### src/design/sdss_pkg.sv
`default_nettype none
package sdss_pkg;

	// Q1.14 constants (unsigned)
	localparam logic [14:0] ONE_Q14   = 15'd16384;
	localparam logic [14:0] LIMIT_Q14 = 15'd16220;

	localparam logic [7:0] MANUAL_NAV_CODE = 8'd0;
	localparam logic [2:0] RC_SOURCE_CODE  = 3'd1;

	// serial multiplier: A operand, B operand (shifted one bit a cycle), product
	localparam int MUL_AW = 43;
	localparam int MUL_BW = 15;
	localparam int MUL_PW = MUL_AW + MUL_BW;

	// serial divider: dividend / quotient width, divisor width
	localparam int DIV_NW = 43;
	localparam int DIV_DW = 29;

	// configuration register indexes
	typedef enum logic [2:0] {
		CFG_ENABLE    = 3'd0,
		CFG_DEADZONE  = 3'd1,
		CFG_EXPO      = 3'd2,
		CFG_SUPEREXPO = 3'd3,
		CFG_GAIN      = 3'd4,
		CFG_TIMEOUT   = 3'd5
	} cfg_idx_t;

	typedef enum logic [3:0] {
		ST_IDLE,
		ST_DIV1,
		ST_MUL_D2,
		ST_MUL_D3,
		ST_MUL_T,
		ST_MUL_EV,
		ST_MUL_NUM,
		ST_MUL_DS,
		ST_DIV2,
		ST_MUL_G,
		ST_DONE
	} state_t;

	typedef struct packed {
		logic [47:0]        now_time;
		logic [47:0]        mode_time;
		logic [7:0]         nav_state;
		logic [5:0]         mode_flags;
		logic [2:0]         sample_source;
		logic [1:0]         stick_flags;
		logic [47:0]        stick_time;
		logic [47:0]        sample_time;
		logic signed [15:0] throttle_axis;
		logic signed [15:0] yaw_axis;
	} in_item_t;

	typedef struct packed {
		logic               request_valid;
		logic signed [15:0] longitudinal;
		logic signed [15:0] steering;
		logic [31:0]        sequence_number;
		logic [47:0]        sample_stamp;
	} out_item_t;

endpackage
`default_nettype wire

### src/design/sdss_mul.sv
`default_nettype none
module sdss_mul (
	input  wire logic                       clk,
	input  wire logic                       arst_n,
	input  wire logic                       start,
	input  wire logic [sdss_pkg::MUL_AW-1:0] a,
	input  wire logic [sdss_pkg::MUL_BW-1:0] b,
	output logic                            done,
	output logic [sdss_pkg::MUL_PW-1:0]     p
);
	import sdss_pkg::*;

	localparam int CW = $clog2(MUL_BW + 1);

	logic [MUL_PW-1:0] acc_q;
	logic [MUL_PW-1:0] a_sh_q;
	logic [MUL_BW-1:0] b_q;
	logic [CW-1:0]     cnt_q;
	logic              done_q;

	// control: bit counter and done pulse
	always_ff @(posedge clk or negedge arst_n) begin
		if (!arst_n) begin
			cnt_q  <= '0;
			done_q <= 1'b0;
		end else begin
			done_q <= !start && (cnt_q == CW'(1));
			if (start)
				cnt_q <= CW'(MUL_BW);
			else if (cnt_q != '0)
				cnt_q <= cnt_q - CW'(1);
		end
	end

	// shift-add, one multiplier bit per cycle, LSB first
	always_ff @(posedge clk) begin
		if (start) begin
			acc_q  <= '0;
			a_sh_q <= MUL_PW'(a);
			b_q    <= b;
		end else if (cnt_q != '0) begin
			if (b_q[0])
				acc_q <= acc_q + a_sh_q;
			a_sh_q <= a_sh_q << 1;
			b_q    <= b_q >> 1;
		end
	end

	assign done = done_q;
	assign p    = acc_q;

endmodule
`default_nettype wire

### src/design/sdss_div.sv
`default_nettype none
module sdss_div (
	input  wire logic                        clk,
	input  wire logic                        arst_n,
	input  wire logic                        start,
	input  wire logic [sdss_pkg::DIV_NW-1:0] n,
	input  wire logic [sdss_pkg::DIV_DW-1:0] d,
	output logic                             done,
	output logic [sdss_pkg::DIV_NW-1:0]      q
);
	import sdss_pkg::*;

	localparam int CW = $clog2(DIV_NW + 1);

	logic [DIV_DW-1:0] rem_q;
	logic [DIV_DW-1:0] dvs_q;
	logic [DIV_NW-1:0] nq_q;
	logic [CW-1:0]     cnt_q;
	logic              done_q;
	logic [DIV_DW:0]   trial;

	assign trial = {rem_q, nq_q[DIV_NW-1]};

	// control: bit counter and done pulse
	always_ff @(posedge clk or negedge arst_n) begin
		if (!arst_n) begin
			cnt_q  <= '0;
			done_q <= 1'b0;
		end else begin
			done_q <= !start && (cnt_q == CW'(1));
			if (start)
				cnt_q <= CW'(DIV_NW);
			else if (cnt_q != '0)
				cnt_q <= cnt_q - CW'(1);
		end
	end

	// restoring division, one quotient bit per cycle; quotient shifts into nq_q
	always_ff @(posedge clk) begin
		if (start) begin
			rem_q <= '0;
			dvs_q <= d;
			nq_q  <= n;
		end else if (cnt_q != '0) begin
			if (trial >= {1'b0, dvs_q}) begin
				rem_q <= DIV_DW'(trial - {1'b0, dvs_q});
				nq_q  <= {nq_q[DIV_NW-2:0], 1'b1};
			end else begin
				rem_q <= trial[DIV_DW-1:0];
				nq_q  <= {nq_q[DIV_NW-2:0], 1'b0};
			end
		end
	end

	assign done = done_q;
	assign q    = nq_q;

endmodule
`default_nettype wire

### src/design/stick_deadzone_superexpo_shaper_top.sv
`default_nettype none
// Channel   Direction  Handshake              Payload
// in        input      in_valid / in_stall    in_data  (in_item_t)
// out       output     out_valid / out_stall  out_data (out_item_t)
// cfg       input      cfg_we                 cfg_index, cfg_data
//
// One item at a time. An invalid item, or yaw inside the deadzone, goes from the
// accept step straight to the output step. A shaped item passes the accept step, a
// serial divide for the deadzone scale, seven serial multiplies, a serial divide
// for superexpo and the output step (each unit is its bit steps plus a handoff).
// in_stall is high whenever an item is in work; a finished result sits in the
// output register while the next item is taken. Reset is asynchronous, active low.
module stick_deadzone_superexpo_shaper_top (
	input  wire logic                clk,
	input  wire logic                arst_n,
	input  wire logic                in_valid,
	output logic                     in_stall,
	input  wire sdss_pkg::in_item_t  in_data,
	output logic                     out_valid,
	input  wire logic                out_stall,
	output sdss_pkg::out_item_t      out_data,
	input  wire logic                cfg_we,
	input  wire logic [2:0]          cfg_index,
	input  wire logic [23:0]         cfg_data
);
	import sdss_pkg::*;

	// configuration registers
	logic        enable_q;
	logic [14:0] deadzone_q, expo_q, superexpo_q, gain_q;
	logic [23:0] timeout_q;

	always_ff @(posedge clk or negedge arst_n) begin
		if (!arst_n) begin
			enable_q    <= 1'b0;
			deadzone_q  <= '0;
			expo_q      <= '0;
			superexpo_q <= '0;
			gain_q      <= ONE_Q14;
			timeout_q   <= 24'd500000;
		end else if (cfg_we) begin
			case (cfg_index)
				CFG_ENABLE:    enable_q    <= cfg_data[0];
				CFG_DEADZONE:  deadzone_q  <= cfg_data[14:0];
				CFG_EXPO:      expo_q      <= cfg_data[14:0];
				CFG_SUPEREXPO: superexpo_q <= cfg_data[14:0];
				CFG_GAIN:      gain_q      <= cfg_data[14:0];
				CFG_TIMEOUT:   timeout_q   <= cfg_data;
				default: ;
			endcase
		end
	end

	// saturated shaping parameters
	logic [14:0] w_c, e_c, s_c, den1_c;
	assign w_c    = (deadzone_q > LIMIT_Q14) ? LIMIT_Q14 : deadzone_q;
	assign e_c    = (expo_q > ONE_Q14) ? ONE_Q14 : expo_q;
	assign s_c    = (superexpo_q > LIMIT_Q14) ? LIMIT_Q14 : superexpo_q;
	assign den1_c = ONE_Q14 - w_c;

	// gating on the incoming item
	logic        mode_ok, stick_ok, item_ok;
	logic [47:0] age;
	logic [16:0] yaw_abs;
	logic [14:0] mag_c;

	assign age = in_data.now_time - in_data.mode_time;
	assign mode_ok = in_data.mode_flags[0] && (in_data.mode_time != '0) &&
		(in_data.mode_time <= in_data.now_time) && (age <= 48'(timeout_q)) &&
		(in_data.nav_state == MANUAL_NAV_CODE) && in_data.mode_flags[2] &&
		!in_data.mode_flags[3] && !in_data.mode_flags[4] && !in_data.mode_flags[5];
	assign stick_ok = in_data.stick_flags[0] && in_data.stick_flags[1] &&
		(in_data.sample_source == RC_SOURCE_CODE) &&
		(in_data.stick_time != '0) && (in_data.sample_time != '0) &&
		(in_data.sample_time <= in_data.stick_time) &&
		(in_data.stick_time <= in_data.now_time) &&
		(in_data.throttle_axis >= -16'sd16384) && (in_data.throttle_axis <= 16'sd16384) &&
		(in_data.yaw_axis >= -16'sd16384) && (in_data.yaw_axis <= 16'sd16384);
	assign item_ok = enable_q && mode_ok && stick_ok;
	assign yaw_abs = in_data.yaw_axis[15] ? 17'(-17'(in_data.yaw_axis)) :
		17'(in_data.yaw_axis);
	assign mag_c = yaw_abs[14:0];

	// shared serial units
	logic              mul_go, mul_done;
	logic [MUL_AW-1:0] mul_a;
	logic [MUL_BW-1:0] mul_b;
	logic [MUL_PW-1:0] mul_p;
	logic              div_go, div_done;
	logic [DIV_NW-1:0] div_n, div_q;
	logic [DIV_DW-1:0] div_d;

	sdss_mul u_mul (
		.clk(clk), .arst_n(arst_n), .start(mul_go), .a(mul_a), .b(mul_b),
		.done(mul_done), .p(mul_p)
	);

	sdss_div u_div (
		.clk(clk), .arst_n(arst_n), .start(div_go), .n(div_n), .d(div_d),
		.done(div_done), .q(div_q)
	);

	// item registers
	state_t             state_q, state_d;
	logic               valid_q, neg_q;
	logic signed [15:0] thr_q;
	logic [47:0]        samp_q;
	logic [14:0]        d_q, steer_q;
	logic [29:0]        tr_q;
	logic [MUL_PW-1:0]  num_q;
	logic               out_valid_q;
	out_item_t          out_q;
	logic [31:0]        count_q;

	// intermediate values
	logic [14:0]       d_c, g_c;
	logic [29:0]       ev_c;
	logic [28:0]       den2_c;
	logic [MUL_PW-1:0] g_full;

	assign d_c    = (div_q > DIV_NW'(ONE_Q14)) ? ONE_Q14 : div_q[14:0];
	assign ev_c   = 30'(mul_p) + tr_q;
	assign den2_c = 29'(29'd1 << 28) - 29'(mul_p);
	assign g_full = (mul_p + MUL_PW'(8192)) >> 14;
	assign g_c    = (g_full > MUL_PW'(ONE_Q14)) ? ONE_Q14 : g_full[14:0];

	logic out_free;
	assign out_free = !out_valid_q || !out_stall;

	// sequencer: next state and unit launches
	always_comb begin
		state_d = state_q;
		mul_go  = 1'b0;
		mul_a   = '0;
		mul_b   = '0;
		div_go  = 1'b0;
		div_n   = '0;
		div_d   = '0;
		unique case (state_q)
			ST_IDLE: begin
				if (in_valid) begin
					if (item_ok && (mag_c > w_c)) begin
						div_go  = 1'b1;
						div_n   = DIV_NW'({15'(mag_c - w_c), 14'b0}) +
							DIV_NW'(den1_c >> 1);
						div_d   = DIV_DW'(den1_c);
						state_d = ST_DIV1;
					end else begin
						state_d = ST_DONE;
					end
				end
			end
			ST_DIV1: begin
				if (div_done) begin
					mul_go  = 1'b1;
					mul_a   = MUL_AW'(d_c);
					mul_b   = d_c;
					state_d = ST_MUL_D2;
				end
			end
			ST_MUL_D2: begin
				if (mul_done) begin
					mul_go  = 1'b1;
					mul_a   = MUL_AW'(mul_p);
					mul_b   = d_q;
					state_d = ST_MUL_D3;
				end
			end
			ST_MUL_D3: begin
				if (mul_done) begin
					mul_go  = 1'b1;
					mul_a   = MUL_AW'(mul_p);
					mul_b   = e_c;
					state_d = ST_MUL_T;
				end
			end
			ST_MUL_T: begin
				if (mul_done) begin
					mul_go  = 1'b1;
					mul_a   = MUL_AW'(d_q);
					mul_b   = ONE_Q14 - e_c;
					state_d = ST_MUL_EV;
				end
			end
			ST_MUL_EV: begin
				if (mul_done) begin
					mul_go  = 1'b1;
					mul_a   = MUL_AW'(ev_c);
					mul_b   = ONE_Q14 - s_c;
					state_d = ST_MUL_NUM;
				end
			end
			ST_MUL_NUM: begin
				if (mul_done) begin
					mul_go  = 1'b1;
					mul_a   = MUL_AW'(d_q);
					mul_b   = s_c;
					state_d = ST_MUL_DS;
				end
			end
			ST_MUL_DS: begin
				if (mul_done) begin
					div_go  = 1'b1;
					div_n   = DIV_NW'(num_q) + DIV_NW'(den2_c >> 1);
					div_d   = den2_c;
					state_d = ST_DIV2;
				end
			end
			ST_DIV2: begin
				if (div_done) begin
					mul_go  = 1'b1;
					mul_a   = MUL_AW'(div_q);
					mul_b   = gain_q;
					state_d = ST_MUL_G;
				end
			end
			ST_MUL_G: begin
				if (mul_done)
					state_d = ST_DONE;
			end
			ST_DONE: begin
				if (out_free)
					state_d = ST_IDLE;
			end
			default: state_d = ST_IDLE;
		endcase
	end

	// control registers
	always_ff @(posedge clk or negedge arst_n) begin
		if (!arst_n) begin
			state_q     <= ST_IDLE;
			out_valid_q <= 1'b0;
			count_q     <= '0;
		end else begin
			state_q <= state_d;
			if (state_q == ST_DONE && out_free) begin
				out_valid_q <= 1'b1;
				count_q     <= count_q + 32'd1;
			end else if (!out_stall) begin
				out_valid_q <= 1'b0;
			end
		end
	end

	// datapath registers
	always_ff @(posedge clk) begin
		if (state_q == ST_IDLE && in_valid) begin
			valid_q <= item_ok;
			neg_q   <= in_data.yaw_axis[15];
			thr_q   <= in_data.throttle_axis;
			samp_q  <= in_data.sample_time;
			steer_q <= '0;
		end
		if (state_q == ST_DIV1 && div_done)
			d_q <= d_c;
		if (state_q == ST_MUL_T && mul_done)
			tr_q <= 30'((mul_p + MUL_PW'(1) * (MUL_PW'(1) << 27)) >> 28);
		if (state_q == ST_MUL_NUM && mul_done)
			num_q <= mul_p;
		if (state_q == ST_MUL_G && mul_done)
			steer_q <= g_c;
		if (state_q == ST_DONE && out_free) begin
			out_q.request_valid   <= valid_q;
			out_q.longitudinal    <= valid_q ? thr_q : 16'sd0;
			out_q.steering        <= !valid_q ? 16'sd0 :
				(neg_q ? 16'(-16'(steer_q)) : 16'(steer_q));
			out_q.sequence_number <= count_q + 32'd1;
			out_q.sample_stamp    <= samp_q;
		end
	end

	assign in_stall  = (state_q != ST_IDLE);
	assign out_valid = out_valid_q;
	assign out_data  = out_q;

endmodule
`default_nettype wire
### config.mk
export PLATFORM = sky130hd
export DESIGN_NAME = stick_deadzone_superexpo_shaper_top
export DESIGN_NICKNAME = d
export VERILOG_FILES = /design/src/design/sdss_pkg.sv /design/src/design/sdss_mul.sv /design/src/design/sdss_div.sv /design/src/design/stick_deadzone_superexpo_shaper_top.sv
export SDC_FILE = /design/constraint.sdc
export NUM_CORES = 2
export LEC_CHECK = 0
export ABC_AREA = 1
export BUFFER_PORTS_ARGS = -buffer_cell sky130_fd_sc_hd__buf_4
export CAP_MARGIN = 20
export CELL_PAD_IN_SITES_DETAIL_PLACEMENT = 1
export CELL_PAD_IN_SITES_GLOBAL_PLACEMENT = 2
export CORE_ASPECT_RATIO = 0.8
export CORE_UTILIZATION = 36
export DETAILED_ROUTE_END_ITERATION = 6
export PLACE_DENSITY_LB_ADDON = 0.3
export SETUP_SLACK_MARGIN = 0.05
export SLEW_MARGIN = 30
export SYNTH_ARGS = -nofsm -noshare
export SYNTH_HDL_FRONTEND = slang
export SYNTH_SLANG_ARGS = --single-unit
### constraint.sdc
create_clock -name clk -period 6.3 [get_ports clk]
set_clock_uncertainty 0.2 [all_clocks]
set_input_delay 0.945 -clock clk [delete_from_list [all_inputs] [get_ports clk]]
set_output_delay 0.945 -clock clk [all_outputs]
set_load 0.02 [all_outputs]
# Yosys cells after proc, flatten, opt, wreduce, memory -nomap -nowiden
# Index checks and enable logic that the tools add are counted.
[op_classes]
add_sub_neg = 18
mul = 0
div_mod_pow = 0
magnitude_cmp = 15
n_eq_ne = 30
shifts = 0
mux = 64
bitwise = 0
reduce_logical = 62
[ops]
columns = ["cell", "n"]
rows = [
  ["two-way mux 15 bit", 22],
  ["two-way mux 43 bit", 7],
  ["case mux 43 bit (5 select lines)", 1],
  ["<= comparator 48 bit", 3],
  ["nonzero test 48 bit", 3],
  ["case mux 15 bit (7 select lines)", 1],
  ["two-way mux 30 bit", 3],
  ["case mux 43 bit (2 select lines)", 1],
  ["adder 58 x 14 -> 58 bit, second input constant", 1],
  ["adder 58 x 28 -> 58 bit, second input constant", 1],
  ["adder 58 bit", 1],
  ["two-way mux 29 bit", 2],
  ["case mux 29 bit (2 select lines)", 1],
  ["two-way mux 4 bit", 14],
  ["<= comparator 48 x 24 -> 1 bit", 1],
  ["subtractor 48 bit", 1],
  ["subtractor 15 bit, first input constant", 3],
  ["greater-than comparator 44 x 15 -> 1 bit, second input constant", 1],
  ["case mux 4 bit (11 select lines)", 1],
  ["adder 43 x 28 -> 43 bit", 1],
  ["greater-than comparator 43 x 15 -> 1 bit, second input constant", 1],
  ["adder 32 x 1 -> 32 bit, second input constant", 1],
  [">= comparator 16 x 15 -> 1 bit, second input constant", 2],
  ["<= comparator 16 bit, second input constant", 2],
  ["39 further kinds", 114],
]
[totals]
regBits = 648
latch_bits = 0
ram_bits = 0
rom_bits = 0
input_bits = 275
out_inout_bits = 115
mem_count = 0

# Depth between registers and ports, before layout
[depth]
word_depth = 17
ltp_mapped = 31

# Hierarchy
# From an unflattened synthesis, not the netlist that was laid out.
[unflattened]
hier_cells = 7160
area_unflattened_um2 = 49806.5
[by_module_without_submodules]
columns = ["mod", "instances", "cells_per_inst", "area_per_inst_um2", "seq_area_each_um2"]
rows = [
  ["stick_deadzone_superexpo_shaper_top", 1, 4479, 32542.5, 11531.1],
  ["sdss_mul", 1, 1757, 10593.9, 3328.2],
  ["sdss_div", 1, 924, 6670.1, 2917.8],
]

# Least setup slack after synthesis
# OpenSTA, ideal clock, no wires.
[synth_path]
kind = "input to register"
from = "in in_data[195] (netlist bit)"
to = "reg u_div.nq_q[0] (netlist: u_div.q[0]) (enable)"
setup_time_ns = 0.401
t_arrival_ns = 4.789
t_required_ns = 5.699
setup_slack_ns = 0.910
cell_stages = 25
n_path_buf = 1
path_cell_list = "inv_1 > ha_1 > inv_1 > fa_1 > nand2_1 > inv_1 > nand2_1 > nand3_1 > nand3_1 > nand3b_1 > xor2_1 > ha_1 > nand2_1 > nor4_1 > inv_1 > nand2_1 > nand4_1 > nor2_1 > nand4_1 > nor2_1 > nand4_2 > nand2_2 > inv_2 > buf_6 > nand2_1"
[synth_via]
elab_chain_cells = 15
[synth_lines]
columns = ["item", "line_no", "source"]
rows = [
  ["start, declared", "stick_deadzone_superexpo_shaper_top.sv:18", "input wire sdss_pkg::in_item_t in_data,"],
  ["subtractor 48 bit or <= comparator 48 bit (tied branches)", "stick_deadzone_superexpo_shaper_top.sv:67, stick_deadzone_superexpo_shaper_top.sv:69", ""],
  ["<= comparator 48 x 24 -> 1 bit or logical AND 1 bit (tied branches)", "stick_deadzone_superexpo_shaper_top.sv:69, stick_deadzone_superexpo_shaper_top.sv:68", ""],
  ["logical AND 1 bit (2 in a row)", "stick_deadzone_superexpo_shaper_top.sv:69", "(in_data.mode_time <= in_data.now_time) && (age <= 48'(timeout_q)) &&"],
  ["logical AND 1 bit (2 in a row)", "stick_deadzone_superexpo_shaper_top.sv:70", "(in_data.nav_state == MANUAL_NAV_CODE) && in_data.mode_flags[2] &&"],
  ["logical AND 1 bit (2 in a row)", "stick_deadzone_superexpo_shaper_top.sv:71", "!in_data.mode_flags[3] && !in_data.mode_flags[4] && !in_data.mode_flags[5];"],
  ["logical AND 1 bit", "stick_deadzone_superexpo_shaper_top.sv:79", "assign item_ok = enable_q && mode_ok && stick_ok;"],
  ["logical AND 1 bit (*)", "stick_deadzone_superexpo_shaper_top.sv:79", ""],
  ["logical AND 1 bit (*)", "stick_deadzone_superexpo_shaper_top.sv:142", "if (item_ok && (mag_c > w_c)) begin"],
  ["two-way mux 1 bit (*)", "stick_deadzone_superexpo_shaper_top.sv:142", ""],
  ["two-way mux 1 bit (*)", "stick_deadzone_superexpo_shaper_top.sv:141", "if (in_valid) begin"],
  ["case mux 1 bit (2 select lines) (*)", "stick_deadzone_superexpo_shaper_top.sv:139", "unique case (state_q)"],
  ["nonzero test 2 bit (no source line) (*)", "-", ""],
  ["end signal, assigned", "sdss_div.sv:43", "nq_q <= n;"],
  ["end signal, assigned", "sdss_div.sv:47", "nq_q <= {nq_q[DIV_NW-2:0], 1'b1};"],
  ["end signal, assigned", "sdss_div.sv:50", "nq_q <= {nq_q[DIV_NW-2:0], 1'b0};"],
  ["end, declared", "sdss_div.sv:17", "logic [DIV_NW-1:0] nq_q;"],
]
# Every way passes the cells marked *; elsewhere a longest branch is shown, timed or not.
# A chain may end at the register's enable or synchronous reset.

# Worst setup path after layout
[layout_path]
from = "reg u_mul.acc_q[0] (netlist: u_mul.p[0])"
to = "reg u_div.nq_q[37] (netlist: u_div.q[37]) (data pin)"
[layout_via]
elab_chain_cells = 5
[layout_lines]
columns = ["item", "line_no", "source"]
rows = [
  ["start, declared", "sdss_mul.sv:15", "logic [MUL_PW-1:0] acc_q;"],
  ["start signal, assigned", "sdss_mul.sv:43", "acc_q <= acc_q + a_sh_q;"],
  ["subtractor 29 bit", "stick_deadzone_superexpo_shaper_top.sv:123", "assign den2_c = 29'(29'd1 << 28) - 29'(mul_p);"],
  ["adder 43 x 28 -> 43 bit", "stick_deadzone_superexpo_shaper_top.sv:204", "div_n = DIV_NW'(num_q) + DIV_NW'(den2_c >> 1);"],
  ["two-way mux 43 bit", "stick_deadzone_superexpo_shaper_top.sv:202", "if (mul_done) begin"],
  ["case mux 43 bit (2 select lines)", "stick_deadzone_superexpo_shaper_top.sv:139", ""],
  ["two-way mux 43 bit", "sdss_div.sv:40", "if (start) begin"],
]
# Every way passes these cells.

==> run metrics <==
Max Slew Vio Count=0; DR WL met2=80500 um; post-synthesis cell type count=77; die area=132000 um^2; Metal-1 WL=99900 um; CP delay by family, top=simple AND/OR/NAND/NOR gates; Syn-to-layout area delta=16.6%; largest net degree at the start of global routing=119; initial core utilization=0.363; final WL=202000 um; via count=46237; H-tree levels=3; slew margin rel.=0.340; Final Hold Fails=0; HP Class=in -> reg; DP HPWL=168000 um; initial drt markers=4010; sequential area share after synthesis=0.377; Multi-input gate area=25000 um^2; syn_area_per_cell=7.42 um^2; Post-CTS Setup Bufs=0; number of synthesized flops with an enable pin=412; placed cell areas=52200 um^2; post-route ant nets=0; Worst EP required=6.54 ns; drc violations=0; Top FF cell, synth=edfxtp_1; DR top layer=met4; Worst VDD drop=0.516 mV; startpoint types=register; drt first pass iters=5; max incr delay on CP=0.54 ns; global-route usage over all layers=0.302; IO Pins=390; Fillers=16253; Max Fclk=0.174 GHz; initial antenna violation count=20; share of layout cells above drive strength 1=0.102; IO buf count=388; Crit Path Max Fanout=6; PnR worst setup slack=0.546 ns; WL/cell=23.6 um; Core Region=130000 um^2; Worst-path clk slew=0.07 ns; met3 WL=16600 um; post-synthesis net count=6972; post-DR vias/cell=5.40; finished layout cell area=55000 um^2; fin nets=7367; Skew-Pair Late Insertion Delay=0.72 ns; max cap viols=0; final core occ=0.424; clock sink count=648; vias in the first global route=45563; Critical Path Most Common Cell=nor2_1; Reg area=17800 um^2; gpl congestion=0.973; crit end category=register; min cycle time layout=5.75 ns; num rows=118; post-cts gate resize count=0; Data arrival, critical path=6.00 ns; Syn. warnings=0; Setup Viol. Count Final=0; Synth Register Bits=648; die extent in y=326 um; Chip Width=406 um; CTS root buffer=clkbuf_16; Post-Syn Area=47100 um^2; Setup TNS=0 ns; first-pass GRT wire length=298000 um; P_leak=25.4 nW; Period Utilization, post-route=0.913; WS Path Type=reg -> reg; unrepaired setup endpoints after global routing=no; Power Total=24.7 mW; PwrDens=449 nW/um^2; GRT Residual Overflow=0; CTS tree=yes; Synth Instances=6351; ys async rst share=0.207; status=completed; CTS buffer count=75; worst slew pin tran=0.990 ns; Max Buffers Root-to-Sink=3; pre-CTS WS=0.189 ns; critical path's slowest cell=o21ai_0; CP bufs+invs=4
[state kept, by name (all words and copies together), names as in the netlist, 15 cells and up]
signal and cells:
out_data 113, thr_q 16, steer_q 15, samp_q 48
superexpo_q 15, u_div.dvs_q 29, u_div.q 43, count_q 32
u_mul.b_q 15, timeout_q 24, u_mul.a_sh_q 58, u_div.rem_q 29
tr_q 30, d_q 15, gain_q 15, num_q 43
u_mul.p 58, expo_q 15, deadzone_q 15
[synth_stat cells (all sizes together), types with 8 or more instances]
library cell | n | area share
buf | 31 | 0.0040
nand3b | 28 | 0.0045
o211ai | 42 | 0.0067
a31oi | 38 | 0.0050
inv | 1004 | 0.080
dfstp | 8 | 0.0045
xor2 | 201 | 0.038
nor2 | 709 | 0.059
clkbuf | 100 | 0.0080
xnor2 | 44 | 0.0082
or2 | 20 | 0.0027
o21ai | 409 | 0.043
nand4 | 97 | 0.013
a21o | 30 | 0.0048
o221ai | 15 | 0.0028
a21oi | 502 | 0.053
dfxtp | 102 | 0.043
o2111ai | 20 | 0.0037
o21bai | 25 | 0.0041
o22ai | 10 | 0.0013
edfxtp | 412 | 0.26
nor3 | 134 | 0.016
nand3 | 346 | 0.037
o21a | 19 | 0.0030
ha | 340 | 0.090
nor4 | 42 | 0.0056
nand2 | 1411 | 0.11
dfrtp | 126 | 0.067
[worst register-to-register path: stages, from the launching register on]
cell,delay (ns)
dfxtp_1,0.39
inv_1,0.24
nand3_1,0.15
nor2_1,0.21
nand2_1,0.10
nor2_1,0.17
nand2_1,0.11
nor2_1,0.10
inv_1,0.07
nor2_1,0.16
nand4_1,0.18
nor2_1,0.18
nand3_1,0.16
nor2_1,0.21
inv_1,0.10
o21ai_0,0.40
inv_1,0.09
ha_1,0.39
nand2_1,0.14
or3b_2,0.48
o211ai_1,0.09
a21oi_1,0.09
o21ai_0,0.54
nand2_1,0.14
o21ai_0,0.26
o21ai_0,0.12
[metal layers]
metal | global-route usage | up-vias
li1 | - | 21906
met1 | 0.470 | 22598
met2 | 0.417 | 1512
met3 | 0.0543 | 221
met4 | 0.0854 | 0
met5 | 0 | -
[cell type report]
class	instances	area share
inverter	1009	0.0691
clock buffer	105	0.0398
timing repair buffer	449	0.0620
clock inverter	35	0.00949
sequential	648	0.323
multi-input combinational	4563	0.456
tap	1740	0.0396
antenna	19	0.000865
[cell usage in the layout, fill, tap and decap left out, types with 200 or more instances in the layout]
master	count
buf_4	444
edfxtp_1	412
ha_1	340
inv_1	979
nor2_1	678
nand3_1	340
a21oi_1	502
xor2_1	200
nand2_1	1400
o21ai_0	396
[report_power, final]
part | internal, mW | switching [mW]
clock | 2.73 | 2.06
combinational | 3.99 | 8.81
sequential | 5.90 | 1.15
[through the flow]
stage	instances	hold WS, ns
floorplan	6351	0.200
global placement	8407	0.201
detailed placement	8408	0.206
CTS	8549	0.149
global route	8564	0.181
finish	8568	0.203
[logic make-up (layout without fill, tap and decap cells)]
family	count (synthesis)	count (layout)	share of synthesized area
XOR/XNOR	245	245	0.0457
flip-flops	648	648	0.377
other	1	20	0.0000796
AO/OA/AOI/OAI	1164	1164	0.138
buffers and inverters	1140	1598	0.0925
adder cells (fa/ha/maj)	346	346	0.0928
AND/OR/NAND/NOR	2807	2807	0.254
[path summary, 6_finish.rpt]
kind | startpoint | end | slack (ns) | depth (start not counted)
setup / recovery | u_mul.p[0] | u_div.q[37] | 0.55 | 25
hold / removal | in_data[24] | thr_q[8] | 0.20 | 1
setup reg to reg | u_mul.p[0] | u_div.q[37] | 0.55 | 25
hold reg to reg | samp_q[25] | out_data[25] | 0.22 | 0
max in group asynchronous | arst_n | u_div.cnt_q[4] | 4.24 | 3
min in group asynchronous | arst_n | u_mul.cnt_q[1] | 0.48 | 2
[repair_timing]
item / 4_1_cts / 5_1_grt
hold endpoints to repair: 18 / 0
hold buffers: 1 / 0
setup endpoints to repair: 0 / 0
Note: power is estimated with default switching activity, not from simulation.
